### src/rtl/td0_value_table_update_defines.svh
// Assertion helpers for the TD(0) value table block.
`ifndef TD0_VALUE_TABLE_UPDATE_DEFINES_SVH
`define TD0_VALUE_TABLE_UPDATE_DEFINES_SVH

// Same-cycle implication, disabled during reset.
`define TD0_ASSERT_IMP(label, ante, cons) \
	label: assert property (@(posedge clk) disable iff (!arst_n) (ante) |-> (cons)) \
		else $error("td0_value_table_update: assertion failed");

// Next-cycle implication, disabled during reset.
`define TD0_ASSERT_NXT(label, ante, cons) \
	label: assert property (@(posedge clk) disable iff (!arst_n) (ante) |=> (cons)) \
		else $error("td0_value_table_update: assertion failed");

`endif

### src/rtl/td0_pkg.sv
package td0_pkg;

	localparam int VAL_W      = 32;
	localparam int COEF_W     = 17;
	localparam int COORD_W    = 2;
	localparam int CFG_IDX_W  = 2;
	localparam int CFG_DATA_W = 32;
	localparam int FRAC_W     = 16;
	localparam int HALF_Q16   = 32768;

	// gamma * v: 18-bit signed coefficient times 32-bit value
	localparam int PROD_G_W = COEF_W + 1 + VAL_W;
	localparam int GV_W     = PROD_G_W - FRAC_W;
	localparam int DELTA_W  = 34;
	localparam int PROD_A_W = COEF_W + 1 + DELTA_W;
	localparam int STEP_W   = PROD_A_W - FRAC_W;
	localparam int NV_W     = STEP_W + 1;

	localparam logic [COEF_W-1:0] ONE_Q16        = 17'd65536;
	localparam logic [COEF_W-1:0] LEARN_RATE_RST = 17'd6554;
	localparam logic [COEF_W-1:0] DISCOUNT_RST   = 17'd65536;
	localparam logic [VAL_W-1:0]  STEP_REWARD_RST = 32'd65536;

	localparam logic signed [PROD_G_W-1:0] G_HALF = PROD_G_W'(HALF_Q16);
	localparam logic signed [PROD_A_W-1:0] A_HALF = PROD_A_W'(HALF_Q16);

	localparam logic signed [NV_W-1:0]  NV_MAX  = NV_W'(64'sd2147483647);
	localparam logic signed [NV_W-1:0]  NV_MIN  = NV_W'(-64'sd2147483648);
	localparam logic signed [VAL_W-1:0] VAL_MAX = 32'sh7fffffff;
	localparam logic signed [VAL_W-1:0] VAL_MIN = 32'sh80000000;

	localparam logic MODE_UPDATE = 1'b0;
	localparam logic MODE_READ   = 1'b1;

	typedef enum logic [CFG_IDX_W-1:0] {
		CFG_LEARN_RATE  = 2'd0,
		CFG_DISCOUNT    = 2'd1,
		CFG_STEP_REWARD = 2'd2
	} cfg_idx_t;

	typedef enum logic [2:0] {
		ST_CLEAR,
		ST_IDLE,
		ST_READ,
		ST_DELTA,
		ST_SCALE,
		ST_WRITE
	} state_t;

endpackage

### src/rtl/td0_req_if.sv
interface td0_req_if;
	import td0_pkg::*;

	logic               valid;
	logic               ready;
	logic               mode;
	logic [COORD_W-1:0] cur_row;
	logic [COORD_W-1:0] cur_col;
	logic [COORD_W-1:0] next_row;
	logic [COORD_W-1:0] next_col;
	logic               final_step;

	modport source (output valid, mode, cur_row, cur_col, next_row, next_col, final_step,
		input ready);
	modport sink (input valid, mode, cur_row, cur_col, next_row, next_col, final_step,
		output ready);
endinterface

### src/rtl/td0_rsp_if.sv
interface td0_rsp_if;
	import td0_pkg::*;

	logic                    valid;
	logic                    ready;
	logic signed [VAL_W-1:0] cell_value;
	logic                    saturated;

	modport source (output valid, cell_value, saturated, input ready);
	modport sink (input valid, cell_value, saturated, output ready);
endinterface

### src/rtl/td0_value_table_update.sv
// TD(0) value table over a GRID_SIDE x GRID_SIDE grid, signed Q16.16 values.
// req (sink): one request per visited transition, accepted on valid && ready.
//   mode 0 applies v[cur] += alpha*(reward + gamma*v[next] - v[cur]),
//   next value taken as zero when final_step is set; mode 1 reads v[cur].
// rsp (source): one result per request, the new or read cell value and a
//   flag set when the update clipped to the 32-bit range.
// cfg: write enable, index and data; 0 learn_rate, 1 discount (both clamped
//   to 1.0), 2 step_reward. Other indexes are ignored. Write only while idle.
// Flow: an update request passes through the gamma product, delta, alpha
//   product and write back steps before rsp.valid rises; a read goes straight
//   to the output register. One request is in flight at a time, so a new
//   request is taken only once the last one's result has been loaded.
// Reset: the table is cleared by a sweep over all GRID_SIDE*GRID_SIDE entries,
//   one entry per cycle; req.ready stays low until it ends. Config registers
//   return to alpha 0.1, gamma 1.0, reward 1.0 at once.
// Stall: the result sits in an output register; a new request is accepted
//   while it waits, and the next result holds in the last stage until taken.
module td0_value_table_update #(
	parameter int GRID_SIDE = 4
) (
	input  logic                                clk,
	input  logic                                arst_n,
	input  logic                                cfg_we,
	input  logic [td0_pkg::CFG_IDX_W-1:0]       cfg_idx,
	input  logic [td0_pkg::CFG_DATA_W-1:0]      cfg_data,
	td0_req_if.sink                             req,
	td0_rsp_if.source                           rsp
);
	import td0_pkg::*;
	`include "td0_value_table_update_defines.svh"

	localparam int CELLS  = GRID_SIDE * GRID_SIDE;
	localparam int CELL_W = $clog2(CELLS);

	function automatic logic [CELL_W-1:0] cell_at(logic [COORD_W-1:0] row,
			logic [COORD_W-1:0] col);
		int r;
		int c;
		r = int'(row);
		c = int'(col);
		if (r >= GRID_SIDE) begin
			r = r - GRID_SIDE;
		end
		if (c >= GRID_SIDE) begin
			c = c - GRID_SIDE;
		end
		return CELL_W'(r * GRID_SIDE + c);
	endfunction

	function automatic logic [COEF_W-1:0] clamp_one(logic [COEF_W-1:0] v);
		return (v > ONE_Q16) ? ONE_Q16 : v;
	endfunction

	state_t state_q, state_d;

	logic [COEF_W-1:0]       learn_rate_q;
	logic [COEF_W-1:0]       discount_q;
	logic signed [VAL_W-1:0] step_reward_q;

	logic [VAL_W-1:0] mem [CELLS];
	logic             mem_we;
	logic [CELL_W-1:0] mem_wa;
	logic [VAL_W-1:0]  mem_wd;
	logic [CELL_W-1:0] clr_cnt_q;

	logic                    req_ready;
	logic                    accept;
	logic                    out_load;
	logic                    out_free;
	logic                    out_v_q;
	logic signed [VAL_W-1:0] out_val_q;
	logic                    out_sat_q;
	logic signed [VAL_W-1:0] out_val_d;
	logic                    out_sat_d;

	logic              mode_q;
	logic              final_q;
	logic [CELL_W-1:0] cur_idx_q;
	logic signed [VAL_W-1:0] rd_cur_q;
	logic signed [VAL_W-1:0] rd_nxt_q;

	logic signed [PROD_G_W-1:0] gprod_s1;
	logic signed [PROD_G_W-1:0] gsum;
	logic signed [GV_W-1:0]     gv;
	logic signed [DELTA_W-1:0]  delta_d;
	logic signed [DELTA_W-1:0]  delta_s2;
	logic signed [PROD_A_W-1:0] aprod_s3;
	logic signed [PROD_A_W-1:0] asum;
	logic signed [STEP_W-1:0]   step;
	logic signed [NV_W-1:0]     nv;
	logic signed [VAL_W-1:0]    nv_sat;
	logic                       nv_clip;

	assign accept   = req.valid && req_ready;
	assign out_free = !out_v_q || rsp.ready;

	always_ff @(posedge clk or negedge arst_n) begin
		if (!arst_n) begin
			learn_rate_q  <= LEARN_RATE_RST;
			discount_q    <= DISCOUNT_RST;
			step_reward_q <= STEP_REWARD_RST;
		end else if (cfg_we) begin
			case (cfg_idx)
				CFG_LEARN_RATE:  learn_rate_q  <= clamp_one(cfg_data[COEF_W-1:0]);
				CFG_DISCOUNT:    discount_q    <= clamp_one(cfg_data[COEF_W-1:0]);
				CFG_STEP_REWARD: step_reward_q <= cfg_data[VAL_W-1:0];
				default: ;
			endcase
		end
	end

	always_ff @(posedge clk or negedge arst_n) begin
		if (!arst_n) begin
			state_q   <= ST_CLEAR;
			clr_cnt_q <= '0;
			out_v_q   <= 1'b0;
		end else begin
			state_q <= state_d;
			if (state_q == ST_CLEAR) begin
				clr_cnt_q <= clr_cnt_q + 1'b1;
			end
			if (out_load) begin
				out_v_q <= 1'b1;
			end else if (rsp.ready) begin
				out_v_q <= 1'b0;
			end
		end
	end

	always_comb begin
		state_d   = state_q;
		req_ready = 1'b0;
		out_load  = 1'b0;
		mem_we    = 1'b0;
		case (state_q)
			ST_CLEAR: begin
				mem_we = 1'b1;
				if (clr_cnt_q == CELL_W'(CELLS - 1)) begin
					state_d = ST_IDLE;
				end
			end
			ST_IDLE: begin
				req_ready = 1'b1;
				if (req.valid) begin
					state_d = ST_READ;
				end
			end
			ST_READ: begin
				if (mode_q == MODE_READ) begin
					if (out_free) begin
						out_load = 1'b1;
						state_d  = ST_IDLE;
					end
				end else begin
					state_d = ST_DELTA;
				end
			end
			ST_DELTA: state_d = ST_SCALE;
			ST_SCALE: state_d = ST_WRITE;
			ST_WRITE: begin
				if (out_free) begin
					mem_we   = 1'b1;
					out_load = 1'b1;
					state_d  = ST_IDLE;
				end
			end
			default: state_d = ST_CLEAR;
		endcase
	end

	// request capture and table read
	always_ff @(posedge clk) begin
		if (accept) begin
			mode_q    <= req.mode;
			final_q   <= req.final_step;
			cur_idx_q <= cell_at(req.cur_row, req.cur_col);
			rd_cur_q  <= mem[cell_at(req.cur_row, req.cur_col)];
			rd_nxt_q  <= mem[cell_at(req.next_row, req.next_col)];
		end
	end

	assign mem_wa = (state_q == ST_CLEAR) ? clr_cnt_q : cur_idx_q;
	assign mem_wd = (state_q == ST_CLEAR) ? '0 : nv_sat;

	always_ff @(posedge clk) begin
		if (mem_we) begin
			mem[mem_wa] <= mem_wd;
		end
	end

	// update datapath
	assign gsum    = gprod_s1 + G_HALF;
	assign gv      = gsum[PROD_G_W-1:FRAC_W];
	assign delta_d = DELTA_W'(step_reward_q) + DELTA_W'(gv) - DELTA_W'(rd_cur_q);
	assign asum    = aprod_s3 + A_HALF;
	assign step    = asum[PROD_A_W-1:FRAC_W];
	assign nv      = NV_W'(rd_cur_q) + NV_W'(step);

	always_comb begin
		nv_clip = 1'b1;
		if (nv > NV_MAX) begin
			nv_sat = VAL_MAX;
		end else if (nv < NV_MIN) begin
			nv_sat = VAL_MIN;
		end else begin
			nv_sat  = nv[VAL_W-1:0];
			nv_clip = 1'b0;
		end
	end

	always_ff @(posedge clk) begin
		if (state_q == ST_READ) begin
			if (final_q) begin
				gprod_s1 <= '0;
			end else begin
				gprod_s1 <= $signed({1'b0, discount_q}) * rd_nxt_q;
			end
		end
		if (state_q == ST_DELTA) begin
			delta_s2 <= delta_d;
		end
		if (state_q == ST_SCALE) begin
			aprod_s3 <= $signed({1'b0, learn_rate_q}) * delta_s2;
		end
	end

	assign out_val_d = (state_q == ST_READ) ? rd_cur_q : nv_sat;
	assign out_sat_d = (state_q == ST_READ) ? 1'b0 : nv_clip;

	always_ff @(posedge clk) begin
		if (out_load) begin
			out_val_q <= out_val_d;
			out_sat_q <= out_sat_d;
		end
	end

	assign req.ready      = req_ready;
	assign rsp.valid      = out_v_q;
	assign rsp.cell_value = out_val_q;
	assign rsp.saturated  = out_sat_q;

	`TD0_ASSERT_IMP(a_no_req_in_clear, state_q == ST_CLEAR, !req.ready)
	`TD0_ASSERT_NXT(a_accept_leaves_idle, req.valid && req.ready, state_q == ST_READ)
	`TD0_ASSERT_IMP(a_load_when_free, out_load, !out_v_q || rsp.ready)
	`TD0_ASSERT_IMP(a_write_only_wb, mem_we && state_q != ST_CLEAR, state_q == ST_WRITE)
	`TD0_ASSERT_IMP(a_sat_at_limit, out_v_q && out_sat_q, out_val_q == VAL_MAX || out_val_q == VAL_MIN)

endmodule

### src/flat_wrapper.sv
// flat-port wrapper written by rule: the top's interface ports become plain ports
module td0_value_table_update_flat import td0_pkg::*;
#(
	parameter int GRID_SIDE = 4
)
  (clk, arst_n, cfg_we, cfg_idx, cfg_data, req_valid, req_mode, req_cur_row, req_cur_col, req_next_row, req_next_col, req_final_step, req_ready, rsp_valid, rsp_cell_value, rsp_saturated, rsp_ready);
  td0_req_if req_i ();
  td0_rsp_if rsp_i ();
  input  logic clk;
  input  logic arst_n;
  input  logic cfg_we;
  input  logic [td0_pkg::CFG_IDX_W-1:0] cfg_idx;
  input  logic [td0_pkg::CFG_DATA_W-1:0] cfg_data;
  input wire logic [$bits(req_i.valid)-1:0] req_valid;
  input wire logic [$bits(req_i.mode)-1:0] req_mode;
  input wire logic [$bits(req_i.cur_row)-1:0] req_cur_row;
  input wire logic [$bits(req_i.cur_col)-1:0] req_cur_col;
  input wire logic [$bits(req_i.next_row)-1:0] req_next_row;
  input wire logic [$bits(req_i.next_col)-1:0] req_next_col;
  input wire logic [$bits(req_i.final_step)-1:0] req_final_step;
  output wire logic [$bits(req_i.ready)-1:0] req_ready;
  output wire logic [$bits(rsp_i.valid)-1:0] rsp_valid;
  output wire logic [$bits(rsp_i.cell_value)-1:0] rsp_cell_value;
  output wire logic [$bits(rsp_i.saturated)-1:0] rsp_saturated;
  input wire logic [$bits(rsp_i.ready)-1:0] rsp_ready;
  assign req_i.valid = req_valid;
  assign req_i.mode = req_mode;
  assign req_i.cur_row = req_cur_row;
  assign req_i.cur_col = req_cur_col;
  assign req_i.next_row = req_next_row;
  assign req_i.next_col = req_next_col;
  assign req_i.final_step = req_final_step;
  assign req_ready = req_i.ready;
  assign rsp_valid = rsp_i.valid;
  assign rsp_cell_value = rsp_i.cell_value;
  assign rsp_saturated = rsp_i.saturated;
  assign rsp_i.ready = rsp_ready;
  td0_value_table_update #(.GRID_SIDE(GRID_SIDE)) u_core (.clk(clk), .arst_n(arst_n), .cfg_we(cfg_we), .cfg_idx(cfg_idx), .cfg_data(cfg_data), .req(req_i), .rsp(rsp_i));
endmodule
### config.mk
export PLATFORM = sky130hd
export DESIGN_NAME = td0_value_table_update_flat
export DESIGN_NICKNAME = d
export VERILOG_FILES = /design/src/rtl/td0_pkg.sv /design/src/rtl/td0_req_if.sv /design/src/rtl/td0_rsp_if.sv /design/src/rtl/td0_value_table_update.sv /design/src/flat_wrapper.sv
export VERILOG_INCLUDE_DIRS = /design/src /design/src/rtl
export SDC_FILE = /design/constraint.sdc
export NUM_CORES = 2
export LEC_CHECK = 0
export BUFFER_PORTS_ARGS = -buffer_cell sky130_fd_sc_hd__buf_2
export CAP_MARGIN = 25
export CORE_MARGIN = 3
export CORE_UTILIZATION = 30
export DETAILED_ROUTE_END_ITERATION = 12
export HOLD_SLACK_MARGIN = 0.12
export SLEW_MARGIN = 20
export SYNTH_ARGS = -nofsm -noshare
export SYNTH_HDL_FRONTEND = slang
export SYNTH_SLANG_ARGS = --single-unit
export TNS_END_PERCENT = 10
### constraint.sdc
create_clock -name clk -period 7.2 [get_ports clk]
set_input_delay 0.36 -clock clk [delete_from_list [all_inputs] [get_ports clk]]
set_output_delay 0.36 -clock clk [all_outputs]
set_load 0.01 [all_outputs]
==> results.sh <==
export IMPL_synth_ff_type="edfxtp_1"
export IMPL_max_cap_violations=0
export IMPL_slowest_stage="fa_1"
export IMPL_min_period_ns=6.88
export IMPL_synth_seq_area_share=0.308
export IMPL_portBuffers=83
export IMPL_drv_slew=0
export IMPL_fmax_mhz=145
export IMPL_fin_skew_ns=0.0329
export IMPL_cp_arrival_ns=7.30
export IMPL_post_dp_cell_area_um2=81800
export IMPL_worst_pin_slew_ns=1.00
export IMPL_drc_errors=0
export IMPL_wl_per_cell_um=20.5
export IMPL_antenna_found_initial=22
export IMPL_die_height_um=510
export IMPL_finalSetupTns_ns=0
export IMPL_critical_path_startpoint_type="register"
export IMPL_post_place_ws_ns=-0.127
export IMPL_gp_congestion=0.915
export IMPL_clkTransAtPathRegs_ns=0.06
export IMPL_end_kind="register"
export IMPL_numClockSinks=795
export IMPL_layout_setup_ws_ns=0.325
export IMPL_synth_area_top_cells="fa_1 29%, edfxtp_1 28%, mux4_2 9.4%"
export IMPL_synth_edf_count=721
export IMPL_syn_avg_cell_area_um2=11.6
export IMPL_core_area_um2=252000
export IMPL_slew_headroom=0.330
export IMPL_drive_above_1_share=0.127
export IMPL_fin_area_um2=85200
export IMPL_hold_viol_final=0
export IMPL_vias=49519
export IMPL_clock_latency_ns=0.70
export IMPL_initial_utilization=0.303
export IMPL_max_stage_delay_ns=0.52
export IMPL_io_pins=84
export IMPL_ys_seq_elements=795
export IMPL_grt_pass1_wl_um=326000
export IMPL_cpMostUsedCell="fa_1"
export IMPL_yosys_area_top_type="fa_1"
export IMPL_die_w_um=510
export IMPL_status="finished, final reports clean"
export IMPL_grt_pass1_vias=53673
export IMPL_syn_num_nets=8054
export IMPL_grt_total_usage=0.163
export IMPL_path_class="reg2reg"
export IMPL_place_hpwl_um=158000
export IMPL_yosysUniqueCellTypes=75
export IMPL_min_path_type="in2async"
export IMPL_grt_max_degree=80
export IMPL_netlist_area_leader_share=0.289
export IMPL_row_count=184
export IMPL_clock_root_buffer="clkbuf_16"
export IMPL_setup_viol=0
export IMPL_fillers=24962
export IMPL_clockBufferDepth=3
export IMPL_fin_nets=8184
export IMPL_ys_warn_count=0
export IMPL_routed_wl_um=208000
export IMPL_h_tree_depth=3
export IMPL_netlist_instances=6596
export IMPL_fin_crit_sh=0.955
export IMPL_firstDrtPassIters=5
export IMPL_worstPathMaxFanout=6
export IMPL_viasPerCell=4.88
export IMPL_postRouteAntennaNets=0
export IMPL_worstPathRequired_ns=7.63
export IMPL_cts_buffers=84
export IMPL_yosysMostFrequentCell="inv_1"
export IMPL_die_area_um2=261000
export IMPL_drt_iter0_markers=3726
export IMPL_syn_cell_area_um2=76300
export IMPL_syn_to_final_growth_pct=11.6
export IMPL_grt_ovfl_total=0
export IMPL_async_reset_ff_frac=0.0931
export IMPL_yosys_top_cells_count="1294 x inv_1, 1102 x fa_1, 864 x nand2_1"
export IMPL_rsz0062_at_grt="true"
export IMPL_cts_tree="done"
-- area by class of cell --
type / count / area, um^2 / area share
multi-input cells: 4201 / 47000 / 0.552
clock buffers: 100 / 2240 / 0.0262
inverters: 1295 / 4860 / 0.0571
repair buffers: 349 / 2760 / 0.0324
clock inverters: 55 / 584 / 0.00686
diodes: 6 / 15.0 / 0.000176
flip-flops and latches: 795 / 23500 / 0.276
well taps: 3348 / 4190 / 0.0492
-- flip-flops by register name, indices dropped and copies added (netlist names) --
name	count
u_core.gprod_s1	35
u_core.mem	512
u_core.state_q	3
u_core.rd_nxt_q	32
u_core.step_reward_q	32
u_core.final_q	1
u_core.clr_cnt_q	4
u_core.learn_rate_q	17
u_core.delta_s2	34
u_core.mode_q	1
u_core.rsp.saturated	1
u_core.rsp.valid	1
u_core.cur_idx_q	4
u_core.rsp.cell_value	32
u_core.aprod_s3	37
u_core.discount_q	17
u_core.rd_cur_q	32
-- worst max-delay path: cells and delay by family, from the launching register on --
kind / cells / cell delay [ns]
XOR/XNOR: 1 / 0.20
buffers and inverters: 8 / 0.92
adder cells (fa/ha/maj): 7 / 3.20
AO/OA/AOI/OAI: 9 / 1.59
AND/OR/NAND/NOR: 2 / 0.22
flip-flops: 1 / 0.50
-- kinds of logic (layout without fill, tap and decap cells) --
logic type	Yosys count	after routing	synth area share
AND/OR/NAND/NOR	1748	1748	0.109
buffers and inverters	1600	1799	0.0789
adder cells (fa/ha/maj)	1409	1409	0.339
flip-flops	795	795	0.308
AO/OA/AOI/OAI	493	493	0.0428
multiplexers	357	357	0.0998
XOR/XNOR	194	194	0.0223
other	0	6	0
-- cells in the final DEF, fill, tap and decap left out, types with 12 or more instances in the layout --
cell type	synthesis	routed
and2_1	460	459
a31oi_1	21	20
buf_12	0	14
nor3_1	41	40
clkinv_2	0	16
clkbuf_1	264	12
nor2_1	156	139
nand2b_1	18	18
dfrtp_1	65	58
inv_1	1294	1294
a21o_1	67	67
o21ai_0	82	78
clkinv_1	0	15
or3_1	17	17
o22ai_1	31	23
mux2_2	34	34
mux4_2	320	320
fa_1	1102	1102
dlygate4sd3_1	0	37
buf_2	14	81
nor2b_1	29	29
nand2_1	864	864
ha_1	307	307
o21bai_1	12	12
xnor2_1	127	127
a22oi_1	30	30
nor2_4	0	17
nand3_1	53	52
a21oi_1	113	112
a221oi_1	29	29
xor2_1	67	67
a211oi_1	15	14
and3_1	50	50
buf_4	0	205
edfxtp_1	721	721
nand4_1	26	26
o21a_1	24	24
clkbuf_16	0	87
-- worst paths after layout --
| kind | from | to | slack, ns | cells after the start |
|---|---|---|---|---|
| max | u_core.rd_nxt_q[8]$_DFFE_PP_ | u_core.gprod_s1[43]$_SDFFCE_PP0P_ | 0.32 | 27 |
| min in group clk | cfg_idx[0] | u_core.discount_q[11]$_DFFE_PN0P_ | 0.32 | 5 |
| max in group asynchronous | arst_n | u_core.learn_rate_q[6]$_DFFE_PN0P_ | 5.87 | 3 |
| max reg2reg | u_core.rd_nxt_q[8]$_DFFE_PP_ | u_core.gprod_s1[43]$_SDFFCE_PP0P_ | 0.32 | 27 |
| min reg2reg | u_core.step_reward_q[0]$_DFFE_PN0P_ | u_core.step_reward_q[0]$_DFFE_PN0P_ | 0.52 | 1 |
| min | arst_n | u_core.step_reward_q[31]$_DFFE_PN0P_ | 0.16 | 2 |
-- routing by layer --
metal  up-vias  track usage  routed length [um]
li1      21628            -                   -
met1     25998        0.212               84100
met2      1570        0.274              101000
met3       319       0.0179               12100
met4         4       0.0719               10900
met5         -            0                  22
-- metrics by stage --
stage | hold slack (ns) | instances | utilization
2_1_floorplan | 0.0644 | 6596 | -
3_3_place_gp | 0.310 | 9938 | 0.324
3_5_place_dp | 0.315 | 9941 | 0.324
4_1_cts | 0.122 | 10133 | 0.337
5_1_grt | 0.158 | 10145 | 0.338
6_report | 0.163 | 10149 | 0.338
-- what timing repair did --
action,in CTS,in global routing
pin swaps,0,0
buffers inserted,0,7
hold buffers,37,0
endpoints found under the hold margin,81,0
gates resized for setup,3,25
setup endpoints to repair,7,16
Power is left out: the tool's default activity adds up to more than one toggle a clock period on the data nets, which glitch-free logic cannot reach.
